**config.mk**
```make
export PLATFORM = sky130hd
export DESIGN_NAME = prg_front
export DESIGN_NICKNAME = d
export VERILOG_FILES = /design/src/design/prg_pkg.sv /design/src/design/prg_front.sv
export SDC_FILE = /design/constraint.sdc
export NUM_CORES = 2
export LEC_CHECK = 0
export ABC_AREA = 0
export BUFFER_PORTS_ARGS = -buffer_cell sky130_fd_sc_hd__buf_2
export CORE_ASPECT_RATIO = 0.8
export CORE_MARGIN = 3
export CORE_UTILIZATION = 60
export CTS_CLUSTER_SIZE = 14
export DETAILED_ROUTE_END_ITERATION = 8
export PLACE_DENSITY = 0.92
export SYNTH_ARGS = -nofsm -noshare
export SYNTH_HDL_FRONTEND = slang
export SYNTH_SLANG_ARGS = --single-unit
```
**constraint.sdc**
```tcl
create_clock -name clk_i -period 16.6 [get_ports clk_i]
set_clock_uncertainty 0.05 [all_clocks]
set_input_delay 3.32 -clock clk_i [delete_from_list [all_inputs] [get_ports clk_i]]
set_output_delay 3.32 -clock clk_i [all_outputs]
set_load 0.05 [all_outputs]
```
**src/design/prg_pkg.sv**
```systemverilog
// Shared types and constants for the pinhole ray generator.
// No dependencies; every other file but prg_if refers to it by scoped names.
`timescale 1ns / 1ps
`default_nettype none
package prg_pkg;

  localparam int COORD_BITS       = 12;
  localparam int RSQRT_ITERATIONS = 3;
  localparam int ONE_Q14          = 16384;

  localparam int CFG_INDEX_W = 4;
  localparam int CFG_DATA_W  = 60;

  // register indexes of the configuration port
  localparam logic [CFG_INDEX_W-1:0] REG_WIDTH_INV  = 4'd0;
  localparam logic [CFG_INDEX_W-1:0] REG_HEIGHT_INV = 4'd1;
  localparam logic [CFG_INDEX_W-1:0] REG_ASPECT     = 4'd2;
  localparam logic [CFG_INDEX_W-1:0] REG_FOCAL      = 4'd3;
  localparam logic [CFG_INDEX_W-1:0] REG_RIGHT      = 4'd4;
  localparam logic [CFG_INDEX_W-1:0] REG_UP         = 4'd5;
  localparam logic [CFG_INDEX_W-1:0] REG_BACK       = 4'd6;
  localparam logic [CFG_INDEX_W-1:0] REG_POSITION   = 4'd7;

  typedef logic signed [22:0] cval_t;
  typedef logic signed [15:0] dval_t;

  typedef struct packed {
    cval_t x;
    cval_t y;
    cval_t z;
  } cvec_t;

  typedef struct packed {
    dval_t x;
    dval_t y;
    dval_t z;
  } dvec_t;

  typedef struct packed {
    logic [23:0] width_inv;
    logic [23:0] height_inv;
    logic [15:0] aspect_ratio;
    logic [19:0] focal_length;
    logic [47:0] basis_right;
    logic [47:0] basis_up;
    logic [47:0] basis_back;
    logic [59:0] camera_position;
  } cfg_t;

  // pipeline handshake between stages: advance strobe and valid of the item
  typedef struct packed {
    logic en;
    logic valid;
  } stage_ctl_t;

endpackage
`default_nettype wire

```
**src/design/prg_front.sv**
```systemverilog
// Screen mapping and camera-space direction, two pipeline stages.
// Depends on prg_pkg.
`timescale 1ns / 1ps
`default_nettype none
module prg_front (
  input  wire logic                clk_i,
  input  wire logic                rst_ni,
  input  wire prg_pkg::stage_ctl_t ctl_i,
  input  wire prg_pkg::cfg_t       cfg_i,
  input  wire logic [11:0]         pixel_x_i,
  input  wire logic [11:0]         pixel_y_i,
  input  wire logic [15:0]         jitter_u_i,
  input  wire logic [15:0]         jitter_v_i,
  output prg_pkg::stage_ctl_t      ctl_o,
  output prg_pkg::cvec_t           c_o
);
  localparam int AW = prg_pkg::COORD_BITS + 16;
  localparam int TW = prg_pkg::COORD_BITS + 14;

  logic [AW+23:0] prod_x, prod_y;
  logic [TW-1:0]  tx_d, ty_d, tx_q, ty_q;
  logic           v1_q, v2_q;
  logic signed [15:0] sx, sy;
  logic [14:0]    sx_mag;
  logic [30:0]    cx_prod;
  logic [18:0]    cx_mag;
  prg_pkg::cvec_t c_d, c_q;

  function automatic logic signed [15:0] to_screen(input logic [TW-1:0] t);
    logic signed [16:0] s;
    s = $signed({1'b0, t[14:0], 1'b0}) - 17'sd16384;
    if (t > TW'(prg_pkg::ONE_Q14)) begin
      return 16'sd16384;
    end
    return s[15:0];
  endfunction

  always_comb begin
    prod_x = {{24{1'b0}}, pixel_x_i[prg_pkg::COORD_BITS-1:0], jitter_u_i} *
             {{AW{1'b0}}, cfg_i.width_inv};
    prod_y = {{24{1'b0}}, pixel_y_i[prg_pkg::COORD_BITS-1:0], jitter_v_i} *
             {{AW{1'b0}}, cfg_i.height_inv};
    tx_d = prod_x[AW+23:26];
    ty_d = prod_y[AW+23:26];
  end

  always_comb begin
    sx      = to_screen(tx_q);
    sy      = to_screen(ty_q);
    sx_mag  = sx[15] ? 15'(-sx) : sx[14:0];
    cx_prod = {16'd0, sx_mag} * {15'd0, cfg_i.aspect_ratio};
    cx_mag  = cx_prod[30:12];
    c_d.x   = sx[15] ? -$signed({4'd0, cx_mag}) : $signed({4'd0, cx_mag});
    c_d.y   = prg_pkg::cval_t'(sy);
    c_d.z   = 23'sd0 - $signed({1'b0, cfg_i.focal_length, 2'b00});
  end

  always_ff @(posedge clk_i or negedge rst_ni) begin
    if (!rst_ni) begin
      v1_q <= 1'b0;
      v2_q <= 1'b0;
    end else if (ctl_i.en) begin
      v1_q <= ctl_i.valid;
      v2_q <= v1_q;
    end
  end

  always_ff @(posedge clk_i) begin
    if (ctl_i.en) begin
      tx_q <= tx_d;
      ty_q <= ty_d;
      c_q  <= c_d;
    end
  end

  assign ctl_o.en    = ctl_i.en;
  assign ctl_o.valid = v2_q;
  assign c_o         = c_q;
endmodule
`default_nettype wire

```
Word-level counts from Yosys, hierarchy flattened --
Cells that the tools add are included.
Storage, ports and cells: flip-flop bits (word level) 116, bits of input ports 348, output and inout port bits 71, logic and storage cells 26
Cells by class: add/subtract/negate cells 5, multipliers 3, order comparisons 2, muxes and demuxes 8
Operator list (number):
- 28-bit by 24-bit multiplier with 52-bit output | 2
- 16-bit 2-to-1 mux | 4
- 26-bit by 15-bit greater-than comparator with 1-bit output, second input constant | 2
- 16-bit by 15-bit subtractor with 16-bit output, second input constant | 2
- 15-bit by 16-bit multiplier with 31-bit output | 1
- 19-bit negator with 23-bit output | 1
- 1-bit by 22-bit subtractor with 23-bit output, first input constant | 1
- 19-bit 2-to-1 mux | 1
- 15-bit 2-to-1 mux | 1
- 15-bit negator | 1
- 1-bit 2-to-1 mux | 2

Depth between registers and ports, before layout --
depth after elaboration 8, depth in mapped cells 33, mapped depth without buffers 31

Worst setup path before layout --
Ideal clock, no wire load.
kind in2reg, from input port cfg_i[243] in the netlist's numbering, to register ty_q[24], data pin, library setup time 265 ps, arrival 9760 ps, data required time 16285 ps, slack 6524 ps, stages on the path 25, buffers on the path 2, cells stage by stage clkbuf_1 -> buf_1 -> nand2_1 -> fa_1 -> inv_1 -> fa_1 -> fa_1 -> inv_1 -> fa_1 -> inv_1 -> fa_1 -> inv_1 -> fa_1 -> inv_1 -> fa_1 -> ha_1 -> a21o_1 -> a21o_1 -> a211oi_1 -> a2bb2oi_1 -> o41ai_1 -> a31o_2 -> a21boi_0 -> o21ai_0 -> xor2_1
On the way: word-level cells in the longest chain between the ends 1
Ends and longest elaborated chain:
- start, declared | RTL line prg_front.sv:9 | input wire prg_pkg::cfg_t cfg_i,
- 28-bit by 24-bit multiplier with 52-bit output | RTL line prg_front.sv:41 | prod_y = {{24{1'b0}}, pixel_y_i[prg_pkg::COORD_BITS-1:0], jitter_v_i} *
- via prod_y[50] | RTL line prg_front.sv:20 | logic [AW+23:0] prod_x, prod_y;
- end signal, assigned | RTL line prg_front.sv:71 | ty_q <= ty_d;
- end, declared | RTL line prg_front.sv:21 | logic [TW-1:0] tx_d, ty_d, tx_q, ty_q;
The timed path passes the listed nets, and every way through them passes these cells. A chain may end at the register's enable or synchronous reset.

Worst setup path after layout --
from input port cfg_i[252] in the netlist's numbering, to register ty_q[24], data pin
Same word-level chain as after synthesis.

==> flow_metrics.tcl <==
set metrics [dict create \
    cts.root.buffer_cell "sky130_fd_sc_hd__clkbuf_16" \
    routed_wire_length_per_instance_um 21.5 \
    synth_largest_type_area_fraction_pct 49.4 \
    cp_max_fo 28 \
    async_reset_ff_share_pct 1.77 \
    timing.max_cap.violations 0 \
    finalHoldViolations 0 \
    areaGrowthSynthToFinish_pct 3.78 \
    critPathKind "in -> reg" \
    drc 0 \
    total_core_area_um2 86500 \
    vias 40922 \
    placed_cells 6781 \
    fin_crit_ns 10.97 \
    slew_violations 0 \
    clk_transition_reported_paths_ns 0.06 \
    syn_area_per_cell_um2 9.22 \
    cp.required_ns 16.81 \
    timing.critical_path.to_type "flop" \
    syn-cell-area_um2 52900 \
    clock.fmax_mhz 91.1 \
    layout.nets 7777 \
    preCtsSetupSlack_ns 5.50 \
    avgViaCountPerCell 6.00 \
    die_outline_area_um2 91700 \
    clkSinkCount 113 \
    cts_tree "yes" \
    rr_worst_depth 26 \
    r2r-end "c_o[61]$_DFFE_PP_" \
    postSynth.topFlopCell "sky130_fd_sc_hd__edfxtp_1" \
    io_buffers 211 \
    post_synth_num_cell_types 78 \
    clk_path_buf_depth 2 \
    first_pass_grt_wire_length_um 236000 \
    route.layer.met1.wl_um 49700 \
    setup_repair_after_global_routing_missed_its_margin "false" \
    via_count_of_the_first_global_routing_pass 45874 \
    dp.final_hpwl_um 107000 \
    synth_seq_area_share_pct 6.40 \
    chipHeight_um 271 \
    startpoint_type "primary input" \
    worst_r2r_startpoint "tx_q[0]$_DFFE_PP_" \
    critical_path_start "cfg_i[252]" \
    synth-warning-count 0 \
    synth_edf_count 111 \
    wl_met2_um 65200 \
    grt_max_degree 59 \
    synth-seq-cells 113 \
    final.period_utilization_pct 66.1 \
    instances_no_fill 6822 \
    grt_antenna_before_repair 11 \
    cts_repair_resize_count 0 \
    numCtsBuffers 17 \
    gp_congestion 0.939 \
    timing.reg2reg.setup_slack_ns 6.16 \
    mostFrequentLayoutCell "sky130_fd_sc_hd__inv_1" \
    critPathCapture "ty_q[24]$_DFFE_PP_" \
    syn-instance-count 5731 \
    fin_ws_ns 5.63 \
    synthDominantAreaCellType "sky130_fd_sc_hd__fa_1" \
    met3_length_um 23100 \
    drive_above_1_share_pct 4.87 \
    topRoutingLayerUsed "met5" \
    firstDrtPassIters 8 \
    post_cts_hold_buffer_count 0 \
    clock_tree.htree_level_count 4 \
    ant_nets 0 \
    finalHoldWorstSlack_ns 0.490 \
    synth.area.top_cells "sky130_fd_sc_hd__fa_1 (49%), sky130_fd_sc_hd__ha_1 (11%), sky130_fd_sc_hd__inv_1 (9.4%), sky130_fd_sc_hd__nand2_1 (7.7%), sky130_fd_sc_hd__and2_1 (6.4%)" \
    worst_slew_margin_rel_pct 27.7 \
    drt_iter0_drc 4000 \
    rows 96 \
    mostFrequentLayoutCells "sky130_fd_sc_hd__inv_1 (1,329), sky130_fd_sc_hd__fa_1 (1,303), sky130_fd_sc_hd__nand2_1 (1,087)" \
    hold_path.class "reg -> reg" \
    grt-ovfl-total 0 \
    fin_tns_setup_ns 0 \
    ioPinCount 419 \
    tightestPinTransition_ns 1.08 \
    clock_insertion_delay_worst_skew_ns 0.45 \
    chipWidth_um 338 \
    arrival_ns 11.19 \
    gr-usage-all-layers_pct 33.0 \
    cts_setup_buffers 0 \
    setup_viol_count_final 0 \
    start_util_pct 61.1 \
    drt-total-wl_um 147000 \
    run_status "finished, final reports clean" \
]
-- metal layers --
| layer | track usage (%) | vias to the layer above |
|---|---|---|
| li1 | - | 16650 |
| met4 | 14.3 | 4 |
| met3 | 11.2 | 865 |
| met5 | 0.266 | - |
| met1 | 42.2 | 20063 |
| met2 | 51.3 | 3340 |
-- worst min-delay path by stage --
stage | startpoint | to | slack [ns] | cells past startpoint
finish | v1_q$_DFFE_PN0P_ | v2_q$_DFFE_PN0P_ | 0.49 | 1
global route | v1_q$_DFFE_PN0P_ | v2_q$_DFFE_PN0P_ | 0.50 | 1
CTS | v1_q$_DFFE_PN0P_ | v2_q$_DFFE_PN0P_ | 0.48 | 1
detailed placement | v2_q$_DFFE_PN0P_ | v2_q$_DFFE_PN0P_ | 0.45 | 1
global placement | v1_q$_DFFE_PN0P_ | v2_q$_DFFE_PN0P_ | 0.43 | 1
floorplan | v1_q$_DFFE_PN0P_ | v1_q$_DFFE_PN0P_ | 0.42 | 1
-- cells in the mapped netlist, types with 6 or more instances --
cell type,instances
sky130_fd_sc_hd__o211ai_1,12
sky130_fd_sc_hd__inv_1,1329
sky130_fd_sc_hd__nand2_1,1087
sky130_fd_sc_hd__nand4_1,12
sky130_fd_sc_hd__nor4_1,17
sky130_fd_sc_hd__a31oi_1,13
sky130_fd_sc_hd__a41oi_1,7
sky130_fd_sc_hd__a211oi_1,13
sky130_fd_sc_hd__or3_1,8
sky130_fd_sc_hd__o21a_1,10
sky130_fd_sc_hd__o21ai_0,36
sky130_fd_sc_hd__nor2b_1,6
sky130_fd_sc_hd__clkbuf_1,253
sky130_fd_sc_hd__buf_4,12
sky130_fd_sc_hd__o21bai_1,15
sky130_fd_sc_hd__or4_1,7
sky130_fd_sc_hd__xor2_1,49
sky130_fd_sc_hd__ha_1,453
sky130_fd_sc_hd__nor3_1,24
sky130_fd_sc_hd__a21oi_1,77
sky130_fd_sc_hd__nand3_1,24
sky130_fd_sc_hd__xnor2_1,76
sky130_fd_sc_hd__nor2_1,70
sky130_fd_sc_hd__and3_1,19
sky130_fd_sc_hd__fa_1,1303
sky130_fd_sc_hd__and2_1,540
sky130_fd_sc_hd__a21o_1,24
sky130_fd_sc_hd__edfxtp_1,111
sky130_fd_sc_hd__buf_1,33
sky130_fd_sc_hd__o31ai_1,7
-- flip-flops by register name (all words and copies together), names as in the netlist --
register  cells
c_o          59
tx_q         26
ty_q         26
v1_q          1
v2_q          1
-- critical path, cell delays in order --
cell and delay [ns]:
sky130_fd_sc_hd__buf_2 0.72, sky130_fd_sc_hd__nand2_1 0.23, sky130_fd_sc_hd__fa_1 0.59, sky130_fd_sc_hd__inv_1 0.05
sky130_fd_sc_hd__fa_1 0.47, sky130_fd_sc_hd__inv_1 0.05, sky130_fd_sc_hd__fa_1 0.50, sky130_fd_sc_hd__fa_1 0.57
sky130_fd_sc_hd__fa_1 0.48, sky130_fd_sc_hd__fa_1 0.56, sky130_fd_sc_hd__inv_1 0.07, sky130_fd_sc_hd__fa_1 0.48
sky130_fd_sc_hd__ha_1 0.37, sky130_fd_sc_hd__a211oi_1 0.09, sky130_fd_sc_hd__nand2_1 0.10, sky130_fd_sc_hd__o22ai_1 0.12
sky130_fd_sc_hd__nor4b_1 0.28, sky130_fd_sc_hd__a2bb2oi_1 0.24, sky130_fd_sc_hd__o41ai_1 0.85, sky130_fd_sc_hd__a31o_2 0.35
sky130_fd_sc_hd__a21boi_0 0.21, sky130_fd_sc_hd__o21ai_0 0.26, sky130_fd_sc_hd__xor2_1 0.21
-- area by class of cell --
class                      instances  area, um2
multi-input combinational       3992      43300
fill                            6334      31600
inverter                        1329       4990
sequential                       113       3380
tap                             1127       1410
timing repair buffer             220       1130
clock buffer                      17        425
clock inverter                    15        173
antenna                            9       22.5
-- logic make-up (layout without fill, tap and decap cells) --
family	after synthesis	count (layout)	synth area share [%]
buffers and inverters	1628	1581	11.6
adder cells (fa/ha/maj)	1756	1756	60.1
AO/OA/AOI/OAI	262	262	3.36
XOR/XNOR	125	125	2.07
other	1	12	0.00709
AND/OR/NAND/NOR	1843	1843	16.4
flip-flops	113	113	6.40
multiplexers	3	3	0.0615
-- stage by stage --
step / area, um2 / util [%]
after floorplan: 52900 / -
after global placement: 54200 / 62.7
after detailed placement: 54200 / 62.7
after CTS: 54800 / 63.4
after global routing: 54800 / 63.4
final: 54900 / 63.4
Power is not shown: default switching activity piles up to over one toggle a cycle in this logic, so the estimate is an artifact.
